[src/sv/egbr_pkg.sv]
// Package for the Exp-Golomb bit reader: item mode codes and the
// command and status structs between the controller and the datapath.
// No dependencies.
`default_nettype none
package egbr_pkg;

    typedef enum logic [2:0] {
        MODE_LOAD    = 3'd0,
        MODE_RESTART = 3'd1,
        MODE_READ    = 3'd2,
        MODE_PEEK    = 3'd3,
        MODE_SKIP    = 3'd4,
        MODE_ALIGN   = 3'd5,
        MODE_UE      = 3'd6,
        MODE_SE      = 3'd7
    } mode_t;

    localparam int unsigned OFFSET_W = 16;
    localparam int unsigned VALUE_W  = 32;
    localparam logic [4:0]  PREFIX_MAX = 5'd31;

    typedef struct packed {
        logic start;
        logic addr;
        logic data;
        logic publish;
    } egbr_cmd_t;

    typedef struct packed {
        logic needs_bits;
        logic at_end;
        logic last_bit;
    } egbr_stat_t;

endpackage
`default_nettype wire

[src/sv/egbr_ctrl.sv]
// Controller of the Exp-Golomb bit reader: sequences start, bit fetch
// and result publication. Depends on egbr_pkg.
`default_nettype none
module egbr_ctrl
    import egbr_pkg::*;
(
    input  wire logic       clk,
    input  wire logic       rst_n,
    input  wire logic       req_valid,
    output logic            req_ready,
    output logic            rsp_valid,
    input  wire logic       rsp_ready,
    input  wire egbr_stat_t stat,
    output egbr_cmd_t       cmd
);

    typedef enum logic [1:0] {
        ST_IDLE,
        ST_ADDR,
        ST_DATA,
        ST_FIN
    } state_t;

    state_t state_reg, state_next;
    logic   rsp_valid_reg, rsp_valid_next;

    always_comb begin
        state_next     = state_reg;
        rsp_valid_next = rsp_valid_reg & ~rsp_ready;
        cmd            = '0;
        unique case (state_reg)
            ST_IDLE: begin
                if (req_valid) begin
                    cmd.start  = 1'b1;
                    state_next = stat.needs_bits ? ST_ADDR : ST_FIN;
                end
            end
            ST_ADDR: begin
                cmd.addr   = 1'b1;
                state_next = stat.at_end ? ST_FIN : ST_DATA;
            end
            ST_DATA: begin
                cmd.data   = 1'b1;
                state_next = stat.last_bit ? ST_FIN : ST_ADDR;
            end
            ST_FIN: begin
                if (!rsp_valid_reg || rsp_ready) begin
                    cmd.publish    = 1'b1;
                    rsp_valid_next = 1'b1;
                    state_next     = ST_IDLE;
                end
            end
            default: state_next = ST_IDLE;
        endcase
    end

    always_ff @(posedge clk or negedge rst_n) begin
        if (!rst_n) begin
            state_reg     <= ST_IDLE;
            rsp_valid_reg <= 1'b0;
        end
        else begin
            state_reg     <= state_next;
            rsp_valid_reg <= rsp_valid_next;
        end
    end

    assign req_ready = (state_reg == ST_IDLE);
    assign rsp_valid = rsp_valid_reg;

endmodule
`default_nettype wire

[config.mk]
export PLATFORM = sky130hd
export DESIGN_NAME = egbr_ctrl
export DESIGN_NICKNAME = d
export VERILOG_FILES = /design/src/sv/egbr_pkg.sv /design/src/sv/egbr_ctrl.sv
export SDC_FILE = /design/constraint.sdc
export NUM_CORES = 1
export LEC_CHECK = 0
export BUFFER_PORTS_ARGS = -buffer_cell sky130_fd_sc_hd__buf_4
export CAP_MARGIN = 40
export CORE_AREA = 10 10 47 49
export CTS_BUF_LIST = sky130_fd_sc_hd__clkbuf_8
export DETAILED_ROUTE_END_ITERATION = 8
export DIE_AREA = 0 0 57 59
export HOLD_SLACK_MARGIN = 0.12
export MAX_ROUTING_LAYER = met4
export PLACE_DENSITY = 0.31
export SKIP_LAST_GASP = 1
export SYNTH_ARGS = -nofsm -noshare
export SYNTH_HDL_FRONTEND = slang
export SYNTH_SLANG_ARGS = --single-unit
[constraint.sdc]
create_clock -name clk -period 1.5 [get_ports clk]
set_clock_uncertainty 0.15 [all_clocks]
set_input_delay 0.15 -clock clk [delete_from_list [all_inputs] [get_ports clk]]
set_output_delay 0.15 -clock clk [all_outputs]
set_load 0.03 [all_outputs]
==> flow_summary.yaml <==
sta:
  slew_headroom_pct: 88.2
  setup_tns_ns: 0
  period_needed_ns: 1.41
  setup_viol: 0
  drv_slew: 0
  hold_slack_ns: 0.139
  worstMarginPinSlew_ns: 0.175
  fmax_ghz: 0.709
  rsz0062_at_grt: "false"
  fin_crit_sh_pct: 94.0
  hold_viol: 0
  setup_slack_ns: 0.0901
drt:
  initialDrtViolationCount: 0
  wire_per_inst_um: 10.9
  drc: 0
  dr.pass1.iters: 1
  viasPerCell: 3.64
  postRouteAntennaNets: 0
  routed_wl_um: 612
  via_count: 204
final_layout:
  largest_register_ff_count: 2
  antenna_cells: 0
  nets: 48
  syn2layout_area_growth_pct: 134
  drive_gt1_share_pct: 50.0
  final_cells: 56
  fillCellCount: 166
  fin_area_um2: 384
  multi_input_area_um2: 83.8
  regArea_um2: 77.6
  utilization_pct: 27.4
die:
  die_x_um: 57
  fp.dieH_um: 59
  die_area_um2: 3360
  start_util_pct: 11.7
  fp-row-count: 14
  coreArea_um2: 1400
  io_pins: 13
synthesis:
  syn_area_per_cell_um2: 9.11
  ys.warnings.count: 0
  ys_seq_elements: 3
  ys_types: 13
  ys_top_cells_by_area: "dfrtp_1, a21oi_2, nor3_1"
  yosysSeqAreaShare_pct: 45.8
  synth-edff-count: 0
  netlist.area_leader.share_pct: 45.8
  syn-cell-area_um2: 164
  synth_flop_cell: "dfrtp_1"
  synth_nets: 25
  synth_commonest_cells: "dfrtp_1, a21oi_2, inv_1, nor3_1"
  synth_top_cell_by_area: "dfrtp_1"
  netlist_instances: 18
  synth_most_common_cell: "dfrtp_1"
  synthArstFlopShare_pct: 100
critical_path:
  cp_slowest_cell: "dfrtp_2"
  path_cells: "nand2_1 -> a21oi_2 -> buf_4"
  critPathKind: "reg2out"
  end_kind: "primary output"
  slowest_delay_ns: 0.42
  arrival_ns: 1.11
  crit_required_ns: 1.20
  worstPathMaxFanout: 8
  cp-start-kind: "flip-flop"
power_and_ir_drop:
  pwr-share-seq_pct: 22.9
  ir_worst_vdd_uv: 614
  cellInternalPower_mw: 0.483
  power-per-cell-area_nw_per_um2: 2240
  switching_share_pct: 43.7
  switchingPower_mw: 0.375
  combPwrFrac_pct: 50.6
  leakage_nw: 0.182
  total_power_mw: 0.859
  clkPwrFrac_pct: 26.5
status:
  outcome: "complete, no violations"
grt:
  grt_usage_pct: 4.55
  grt-ovfl-total: 0
  antenna_found_initial: 0
  grt_pass1_vias: 224
  grt_start_max_net_pins: 9
  grt_pass1_wl_um: 1050
cts:
  htree_num_levels: 1
  clock-sinks: 3
  cts_buffers: 3
  cts.clk_slew.worst_paths_ns: 0.03
  clock_path_buffers: 2
  cts_root_buf: "clkbuf_8"
  cts_tree: "built"
  clk_latency_ns: 0.22
placed_design:
  place_area_um2: 277
  routabilityCongestion: 0.666
  pre_cts_ws_ns: 0.246
  hpwlAfterDp_um: 478
  port-buffer-count: 12
  dp.cells: 46
min_path:
  min_path_type: "in2reg"
job:
  max-cap-violations: 0
==> power groups by stage <==
stage          clock, mW  combinational [mW]  sequential (mW)
3_3_place_gp           0               0.432            0.191
2_1_floorplan          0               0.246            0.204
4_1_cts            0.236               0.443            0.191
3_5_place_dp           0               0.429            0.192
5_1_grt            0.246               0.469            0.210
6_report           0.228               0.435            0.197
==> per-layer routing <==
metal | wire length, um | track usage (%) | vias to the layer above
met5 | 0 | - | -
met4 | 27 | 5.03 | 0
met3 | 86 | 3.86 | 4
met2 | 152 | 4.19 | 15
met1 | 346 | 5.05 | 80
li1 | - | - | 105
==> worst paths after layout <==
kind                       cells past startpoint                startpoint                       end  slack (ns)
max                                            3  state_reg[1]$_DFFE_PN0P_                    cmd[0]        0.09
min                                            3                 req_valid  state_reg[0]$_DFFE_PN0P_        0.14
max reg2reg                                    2  state_reg[1]$_DFFE_PN0P_  state_reg[1]$_DFFE_PN0P_        0.29
min reg2reg                                    2       rsp_valid$_DFF_PN0_       rsp_valid$_DFF_PN0_        0.44
max in group asynchronous                      3                     rst_n  state_reg[1]$_DFFE_PN0P_        0.39
min in group asynchronous                      3                     rst_n       rsp_valid$_DFF_PN0_        0.65
==> cell usage in the layout, fill, tap and decap left out <==
cell,n
nand2_1,1
nor3b_1,1
or3b_1,1
dfrtp_1,1
and2_1,1
clkbuf_8,3
a21oi_2,2
nor2_2,1
o21ai_0,1
inv_1,3
and2b_1,1
a21oi_1,1
nor2b_1,1
dlygate4sd3_1,6
buf_4,12
nor3_1,2
dfrtp_2,2
==> cell type report <==
type,count,area share (%)
clock buffers,3,10.7
flip-flops and latches,3,20.2
inverters,2,1.95
repair buffers,18,39.1
multi-input cells,13,21.8
well taps,16,5.21
clock inverters,1,0.977
==> critical path, delay by kind of cell (launching register included) <==
kind / cells / cell delay, ns
AOI/OAI and AO/OA: 1 / 0.18
buffers and inverters: 1 / 0.20
DFF: 1 / 0.42
and+or+nand+nor: 1 / 0.09
==> cell families after synthesis <==
kind of cell	after synthesis	share of synthesized area, %
AOI/OAI and AO/OA	4	16.8
and+or+nand+nor	9	32.8
buffers and inverters	2	4.58
DFF	3	45.8
==> repair_timing <==
action,CTS,global route
setup buffers,0,0
gates resized for setup,0,2
endpoints found under the setup margin,0,1
hold buffers,6,0
endpoints found under the hold margin,6,0
(Power assumes the default switching activity.)
